[config.mk]
export PLATFORM = sky130hd
export DESIGN_NAME = speed_digit_display_formatter
export DESIGN_NICKNAME = d
export VERILOG_FILES = /design/src/sddf_pkg.sv /design/src/sddf_split.sv /design/src/sddf_layout.sv /design/src/speed_digit_display_formatter.sv
export SDC_FILE = /design/constraint.sdc
export NUM_CORES = 2
export LEC_CHECK = 0
export BUFFER_PORTS_ARGS = -buffer_cell sky130_fd_sc_hd__buf_2
export CORE_MARGIN = 2
export CORE_UTILIZATION = 44
export DETAILED_ROUTE_END_ITERATION = 16
export SETUP_SLACK_MARGIN = 0.3
export SYNTH_ARGS = -nofsm -noshare
export SYNTH_HDL_FRONTEND = slang
export SYNTH_SLANG_ARGS = --single-unit
[constraint.sdc]
create_clock -name i_clk -period 7.1 [get_ports i_clk]
set_input_delay 1.065 -clock i_clk [delete_from_list [all_inputs] [get_ports i_clk]]
set_output_delay 1.065 -clock i_clk [all_outputs]
set_load 0.02 [all_outputs]
[src/sddf_pkg.sv]
// ============================================================================
// sddf_pkg: shared types and constants for the speed digit display formatter
// Slot codes, register indexes, reciprocal constants for the decimal split
// and the word types passed between the split and layout stages.
// ============================================================================
package sddf_pkg;

    // Display geometry
    localparam int SLOT_COUNT = 7;
    localparam int SPEED_W    = 20;

    // Slot codes (0-9 are plain digits)
    localparam logic [3:0] CODE_BLANK = 4'd10;
    localparam logic [3:0] CODE_POINT = 4'd11;

    // Alignment modes
    localparam logic [1:0] ALIGN_OFF   = 2'd0;
    localparam logic [1:0] ALIGN_RIGHT = 2'd1;
    localparam logic [1:0] ALIGN_LEFT  = 2'd2;

    // Configuration register indexes
    localparam logic [1:0] CFG_ALIGN = 2'd0;
    localparam logic [1:0] CFG_DEC   = 2'd1;
    localparam logic [1:0] CFG_CAP   = 2'd2;

    // Largest fraction digit count that is shown
    localparam logic [2:0] DEC_MAX = 3'd3;

    // Reset values of the configuration registers
    localparam logic [1:0]         ALIGN_RST = ALIGN_RIGHT;
    localparam logic [2:0]         DEC_RST   = 3'd0;
    localparam logic [SPEED_W-1:0] CAP_RST   = 20'hFFFFF;

    // Reciprocals: floor(v / 10^k) = (v * M) >> S, exact for v < 2^20
    localparam int PROD_W = 41;
    localparam logic [20:0] RECIP_1E1 = 21'd838861;
    localparam logic [20:0] RECIP_1E2 = 21'd671089;
    localparam logic [20:0] RECIP_1E3 = 21'd1073742;
    localparam logic [20:0] RECIP_1E4 = 21'd858994;
    localparam logic [20:0] RECIP_1E5 = 21'd687195;

    // Quotients of the clamped speed by 10, 100, ... 100000
    typedef struct packed {
        logic [3:0]  v_lo;   // low bits of the speed itself
        logic [16:0] q1;     // v / 10
        logic [13:0] q2;     // v / 100
        logic [10:0] q3;     // v / 1000
        logic [6:0]  q4;     // v / 10000
        logic [3:0]  q5;     // v / 100000 (0..10)
    } t_quot;

    // Slot codes, slot zero in the lowest nibble
    typedef logic [SLOT_COUNT-1:0][3:0] t_slots;

endpackage

[src/sddf_split.sv]
// ============================================================================
// sddf_split: decimal quotients of the clamped speed
// Five constant reciprocal multiplies in parallel, one per decimal place.
// ============================================================================
module sddf_split (
    input  logic [sddf_pkg::SPEED_W-1:0] i_v,
    output sddf_pkg::t_quot              o_quot
);
    import sddf_pkg::*;

    logic [PROD_W-1:0] w_p1;
    logic [PROD_W-1:0] w_p2;
    logic [PROD_W-1:0] w_p3;
    logic [PROD_W-1:0] w_p4;
    logic [PROD_W-1:0] w_p5;

    // Multiply by scaled reciprocals
    assign w_p1 = PROD_W'(i_v) * PROD_W'(RECIP_1E1);
    assign w_p2 = PROD_W'(i_v) * PROD_W'(RECIP_1E2);
    assign w_p3 = PROD_W'(i_v) * PROD_W'(RECIP_1E3);
    assign w_p4 = PROD_W'(i_v) * PROD_W'(RECIP_1E4);
    assign w_p5 = PROD_W'(i_v) * PROD_W'(RECIP_1E5);

    // Shift out the scale
    assign o_quot.v_lo = i_v[3:0];
    assign o_quot.q1   = w_p1[39:23];
    assign o_quot.q2   = w_p2[39:26];
    assign o_quot.q3   = w_p3[40:30];
    assign o_quot.q4   = w_p4[39:33];
    assign o_quot.q5   = w_p5[39:36];

endmodule

[src/sddf_layout.sv]
// ============================================================================
// sddf_layout: digit extraction and slot placement
// Recovers each digit from neighboring quotients, suppresses leading zeros
// and places the digit string left or right aligned into the slots.
// ============================================================================
module sddf_layout (
    input  sddf_pkg::t_quot  i_quot,
    input  logic [1:0]       i_align,
    input  logic [2:0]       i_dec,
    output sddf_pkg::t_slots o_slots
);
    import sddf_pkg::*;

    logic [SLOT_COUNT-1:0][3:0] w_full;
    logic [3:0] w_lead_len;
    logic [3:0] w_len;
    logic [3:0] w_skip;
    logic [3:0] w_start;
    logic       w_on;

    // digit = q(k) - 10 * q(k+1), only the low nibble matters
    always_comb begin
        w_full[0] = (i_quot.q5 == 4'd10) ? 4'd0 : i_quot.q5;
        w_full[1] = 4'(i_quot.q4[3:0] - 4'(i_quot.q5 * 4'd10));
        w_full[2] = 4'(i_quot.q3[3:0] - 4'(i_quot.q4[3:0] * 4'd10));
        w_full[3] = CODE_POINT;
        w_full[4] = 4'(i_quot.q2[3:0] - 4'(i_quot.q3[3:0] * 4'd10));
        w_full[5] = 4'(i_quot.q1[3:0] - 4'(i_quot.q2[3:0] * 4'd10));
        w_full[6] = 4'(i_quot.v_lo    - 4'(i_quot.q1[3:0] * 4'd10));
    end

    // String length and where it starts
    always_comb begin
        priority if (i_quot.q5 != 4'd0) begin
            w_lead_len = 4'd3;
        end else if (i_quot.q4 != 7'd0) begin
            w_lead_len = 4'd2;
        end else begin
            w_lead_len = 4'd1;
        end
        w_skip  = 4'd3 - w_lead_len;
        w_len   = (i_dec == 3'd0) ? w_lead_len : 4'(w_lead_len + {1'b0, i_dec} + 4'd1);
        w_start = (i_align == ALIGN_RIGHT) ? 4'(4'(SLOT_COUNT) - w_len) : 4'd0;
        w_on    = (i_align == ALIGN_RIGHT || i_align == ALIGN_LEFT) && (i_dec <= DEC_MAX);
    end

    // Per-slot select from the full digit string
    always_comb begin
        logic [3:0] pos;
        logic [3:0] idx;
        for (int i = 0; i < SLOT_COUNT; i++) begin
            pos = 4'(4'(i) - w_start);
            idx = 4'(pos + w_skip);
            if (w_on && (4'(i) >= w_start) && (pos < w_len)) begin
                o_slots[i] = w_full[idx[2:0]];
            end else begin
                o_slots[i] = CODE_BLANK;
            end
        end
    end

endmodule

[src/speed_digit_display_formatter.sv]
// Path: an accepted input word passes the input, quotient and output registers.
// Throughput: one word per cycle; the three-register pipeline stalls as a
// whole only while the output register holds a word that is not taken.
// Reset (i_rst_n low, synchronous): pipeline empties, alignment right,
// zero decimals, cap at full scale.
// ============================================================================
// speed_digit_display_formatter: speed to seven-slot digit display codes
// Clamps the speed, splits it into decimal digits and lays them out into
// display slot codes (digit, blank, point).
// ============================================================================
module speed_digit_display_formatter (
    input  logic        i_clk,
    input  logic        i_rst_n,
    // Input stream: tdata[19:0] speed_milli, [23:20] zero
    input  logic        i_s_tvalid,
    output logic        o_s_tready,
    input  logic [23:0] i_s_tdata,
    // Result stream: tdata[3:0] slot_zero, [7:4] slot_one, [11:8] slot_two,
    // [15:12] slot_three, [19:16] slot_four, [23:20] slot_five,
    // [27:24] slot_six, [31:28] zero
    output logic        o_m_tvalid,
    input  logic        i_m_tready,
    output logic [31:0] o_m_tdata,
    // Configuration write channel
    input  logic        i_cfg_valid,
    output logic        o_cfg_ready,
    input  logic [1:0]  i_cfg_index,
    input  logic [19:0] i_cfg_data
);
    import sddf_pkg::*;

    // Configuration registers
    logic [1:0]         r_align;
    logic [2:0]         r_dec;
    logic [SPEED_W-1:0] r_cap;

    // Pipeline registers
    logic               r_v_vld;
    logic [SPEED_W-1:0] r_v;
    logic               r_q_vld;
    t_quot              r_quot;
    logic               r_out_vld;
    t_slots             r_slots;

    logic [SPEED_W-1:0] n_v;
    t_quot              n_quot;
    t_slots             n_slots;
    logic               w_adv;

    // Configuration writes, always accepted
    assign o_cfg_ready = 1'b1;

    always_ff @(posedge i_clk) begin
        if (!i_rst_n) begin
            r_align <= ALIGN_RST;
            r_dec   <= DEC_RST;
            r_cap   <= CAP_RST;
        end else if (i_cfg_valid) begin
            unique case (i_cfg_index)
                CFG_ALIGN: r_align <= i_cfg_data[1:0];
                CFG_DEC:   r_dec   <= i_cfg_data[2:0];
                CFG_CAP:   r_cap   <= i_cfg_data;
                default:   ;
            endcase
        end
    end

    // Pipeline moves whenever the output word is empty or being taken
    assign w_adv      = !r_out_vld || i_m_tready;
    assign o_s_tready = w_adv;

    // Clamp on the way into the input register
    assign n_v = (i_s_tdata[SPEED_W-1:0] > r_cap) ? r_cap : i_s_tdata[SPEED_W-1:0];

    sddf_split u_split (
        .i_v    (r_v),
        .o_quot (n_quot)
    );

    sddf_layout u_layout (
        .i_quot  (r_quot),
        .i_align (r_align),
        .i_dec   (r_dec),
        .o_slots (n_slots)
    );

    // Valid bits
    always_ff @(posedge i_clk) begin
        if (!i_rst_n) begin
            r_v_vld   <= 1'b0;
            r_q_vld   <= 1'b0;
            r_out_vld <= 1'b0;
        end else if (w_adv) begin
            r_v_vld   <= i_s_tvalid;
            r_q_vld   <= r_v_vld;
            r_out_vld <= r_q_vld;
        end
    end

    // Payload
    always_ff @(posedge i_clk) begin
        if (w_adv) begin
            r_v     <= n_v;
            r_quot  <= n_quot;
            r_slots <= n_slots;
        end
    end

    assign o_m_tvalid = r_out_vld;
    assign o_m_tdata  = {4'd0, r_slots};

    // A word in the input stage moves into the quotient stage on advance
    a_v_moves: assert property (@(posedge i_clk) disable iff (!i_rst_n)
        (w_adv && r_v_vld) |=> r_q_vld)
        else $error("input stage word lost");

    // A quotient word moves into the output register on advance
    a_q_moves: assert property (@(posedge i_clk) disable iff (!i_rst_n)
        (w_adv && r_q_vld) |=> r_out_vld)
        else $error("quotient stage word lost");

    // Input stalls only behind a full output register
    a_stall_cause: assert property (@(posedge i_clk) disable iff (!i_rst_n)
        !o_s_tready |-> o_m_tvalid)
        else $error("input stalled with empty output");

    // Reciprocal quotients agree: hundreds present implies tens present
    a_quot_order: assert property (@(posedge i_clk) disable iff (!i_rst_n)
        (r_q_vld && r_quot.q5 != 4'd0) |-> (r_quot.q4 != 7'd0))
        else $error("inconsistent decimal quotients");

endmodule
==> impl_metrics.json <==
{
  "postPlaceCellArea_sq_um": 34800,
  "ant_nets": 0,
  "viasPerCell": 5.04,
  "synth_seq_cells": 103,
  "wire_per_inst_microns": 20.2,
  "finClkSkew_ns": 0.0124,
  "start_util": 0.443,
  "end_kind": "flop",
  "maxCapViolCount": 0,
  "vias": 21637,
  "final_cell_mix": "inv_1 (1008), ha_1 (673), fa_1 (617), buf_4 (149)",
  "drt-total-wl_microns": 86700,
  "dr.pass1.iters": 5,
  "synth-main-ff-cell": "edfxtp_1",
  "arrival_ns": 6.76,
  "nets": 4676,
  "dieArea_sq_um": 75500,
  "grt_pass1_wl_microns": 135000,
  "clock_path_buffers": 2,
  "r2r-start": "r_v[6]",
  "fillCellCount": 6823,
  "fin_crit_ns": 6.65,
  "rows": 99,
  "tritoncts": "yes",
  "reg2reg_to": "r_quot[7]",
  "slew-limit-headroom": 0.343,
  "multi_input_area_sq_um": 25600,
  "worst_slew_pin_slew_ns": 0.985,
  "final_hold_viol_count": 0,
  "grt-ovfl-total": 0,
  "htree_levels": 3,
  "hpwl_microns": 76600,
  "ys_seq_area_frac": 0.0872,
  "yosysWarnings": 0,
  "worstSkewPairLatency_ns": 0.36,
  "worst_hold_path.endpoint": "o_m_tvalid",
  "syn_avg_cell_area_sq_um": 10.4,
  "drc": 0,
  "syn-instance-count": 3114,
  "hold_path_class": "flop to flop",
  "clk_pin_slew_worst_paths_ns": 0.07,
  "hold_start": "r_q_vld",
  "fp.dieW_microns": 275,
  "hold_buffers": 0,
  "design_area_sq_um": 35300,
  "tns_ns": 0,
  "finalNonFillerCells": 4292,
  "post-route-period-util": 0.936,
  "path_class": "flop to flop",
  "synthArstFlopShare": 0,
  "regArea_sq_um": 2810,
  "drive_above_1_share": 0.0969,
  "antenna_found_initial": 2,
  "antennaDiodeCount": 0,
  "place_congestion": 1.00,
  "rsz0062_at_grt": "yes",
  "coreArea_sq_um": 72700,
  "layout_commonest_cell": "inv_1",
  "cts_root_buf": "clkbuf_16",
  "setup_viol": 0,
  "synth_cell_types": 91,
  "die_h_microns": 275,
  "syn2layout_area_growth_pct": 9.36,
  "dr.first_iter.drc_count": 1108,
  "netlist_area_sq_um": 32200,
  "rrSetupSlack_ns": 0.45,
  "setup.worst_path.start_class": "flop",
  "reg2reg_depth": 22,
  "min_delay_path_depth": 2,
  "io_pins": 86,
  "synth_edf_count": 75,
  "first_global_vias": 22946,
  "placed_cells": 4266,
  "required_ns": 7.21,
  "crit_fanout": 4,
  "maxSlewViolCount": 0,
  "grt_max_degree": 79,
  "clkSinkCount": 103,
  "status": "completed",
  "utilization": 0.485,
  "track_usage": 0.243,
  "max_freq_ghz": 0.150,
  "io_buffer_count": 76,
  "cts_buffers": 9
}
==> cells by family after synthesis <==
kind of cell             share of synthesized area
AO/OA/AOI/OAI                               0.0568
AND/OR/NAND/NOR                             0.0397
other                                     0.000233
flip-flops                                  0.0872
XOR/XNOR                                    0.0250
buffers and inverters                        0.123
multiplexers                                0.0210
adder cells (fa/ha/maj)                      0.647
==> critical path, stage by stage (launching register included) <==
cell and delay, ns:
edfxtp_1 0.53, buf_4 0.20, buf_4 0.17, ha_4 0.31, buf_4 0.16, buf_4 0.15
inv_1 0.13, fa_1 0.58, inv_1 0.09, fa_1 0.51, inv_1 0.06, fa_1 0.60
fa_1 0.47, fa_1 0.56, inv_1 0.04, ha_1 0.31, a211oi_1 0.30, o21ai_0 0.19
a22oi_1 0.24, o211ai_1 0.23, a31o_2 0.30, a21oi_1 0.17, xnor2_1 0.09
==> per-stage QoR <==
| stage | hold WS [ns] | setup slack (ns) |
|---|---|---|
| floorplan | 0.434 | 0.827 |
| global placement | 0.484 | 0.186 |
| detailed placement | 0.478 | 0.239 |
| CTS | 0.499 | 0.264 |
| global route | 0.519 | 0.216 |
| finish | 0.495 | 0.453 |
==> cell usage after synthesis, types with 4 or more instances <==
cell	n	area (sq um)
nor2_1	61	229
nor2b_1	15	93.8
nand2b_1	10	62.6
nand3_1	20	100
o21a_1	12	90.1
clkbuf_1	18	67.6
edfxtp_1	75	2250
a31oi_1	8	50.1
and2_1	6	37.5
mux4_2	5	113
xnor2_1	62	543
a22oi_1	6	45.0
o21ai_0	53	265
buf_4	6	45.0
and3_1	4	25.0
nor4_1	4	25.0
mux2_2	19	214
nand2_1	76	285
or3_1	5	31.3
nor3_1	14	70.1
inv_1	1010	3790
a31o_2	4	35.0
mux2i_1	28	280
o211ai_1	26	195
a211oi_1	10	75.1
a21oi_1	73	365
o221ai_1	4	35.0
dfxtp_1	28	561
a211o_1	7	61.3
fa_1	617	12400
ha_1	680	8510
nand4_1	11	68.8
xor2_1	18	158
a21o_1	30	225
o211a_1	4	40.0
==> metal layers <==
metal	GRT usage	vias up	wire [microns]
met2	0.395	613	40200
met5	0	-	23
li1	-	10072	-
met4	0.0815	4	3580
met1	0.324	10783	36700
met3	0.0499	165	6160
==> how the worst max path moves through the flow <==
stage	start	cells past startpoint	to	slack, ns
final	r_v[6]	22	r_quot[7]	0.45
after global routing	r_v[6]	22	r_quot[7]	0.22
after CTS	r_v[3]	20	r_quot[39]	0.26
after detailed placement	r_v[3]	20	r_quot[39]	0.24
after global placement	r_v[3]	20	r_quot[39]	0.19
after floorplan	r_v[14]	20	r_quot[24]	0.83
==> registers in the layout, summed over array words and instances, names as in the netlist <==
signal,flops
o_m_tdata,28
r_quot,27
r_cap,20
r_v,20
r_dec,3
r_align,2
o_m_tvalid,1
r_q_vld,1
r_v_vld,1
==> cell type report <==
cell class | instances | area share
clock buffer | 9 | 0.00639
clock inverter | 7 | 0.00153
inverter | 1013 | 0.108
multi-input combinational | 1970 | 0.725
sequential | 103 | 0.0798
tap | 959 | 0.0340
timing repair buffer | 231 | 0.0454
==> repair_timing <==
item                       in CTS  in global routing
pin swaps                       0                  8
setup endpoints to repair       3                 15
setup buffers                   1                  9
gates resized for setup         1                 25
Power is not shown: default switching activity piles up to over one toggle a cycle in this logic, so the estimate is an artifact.
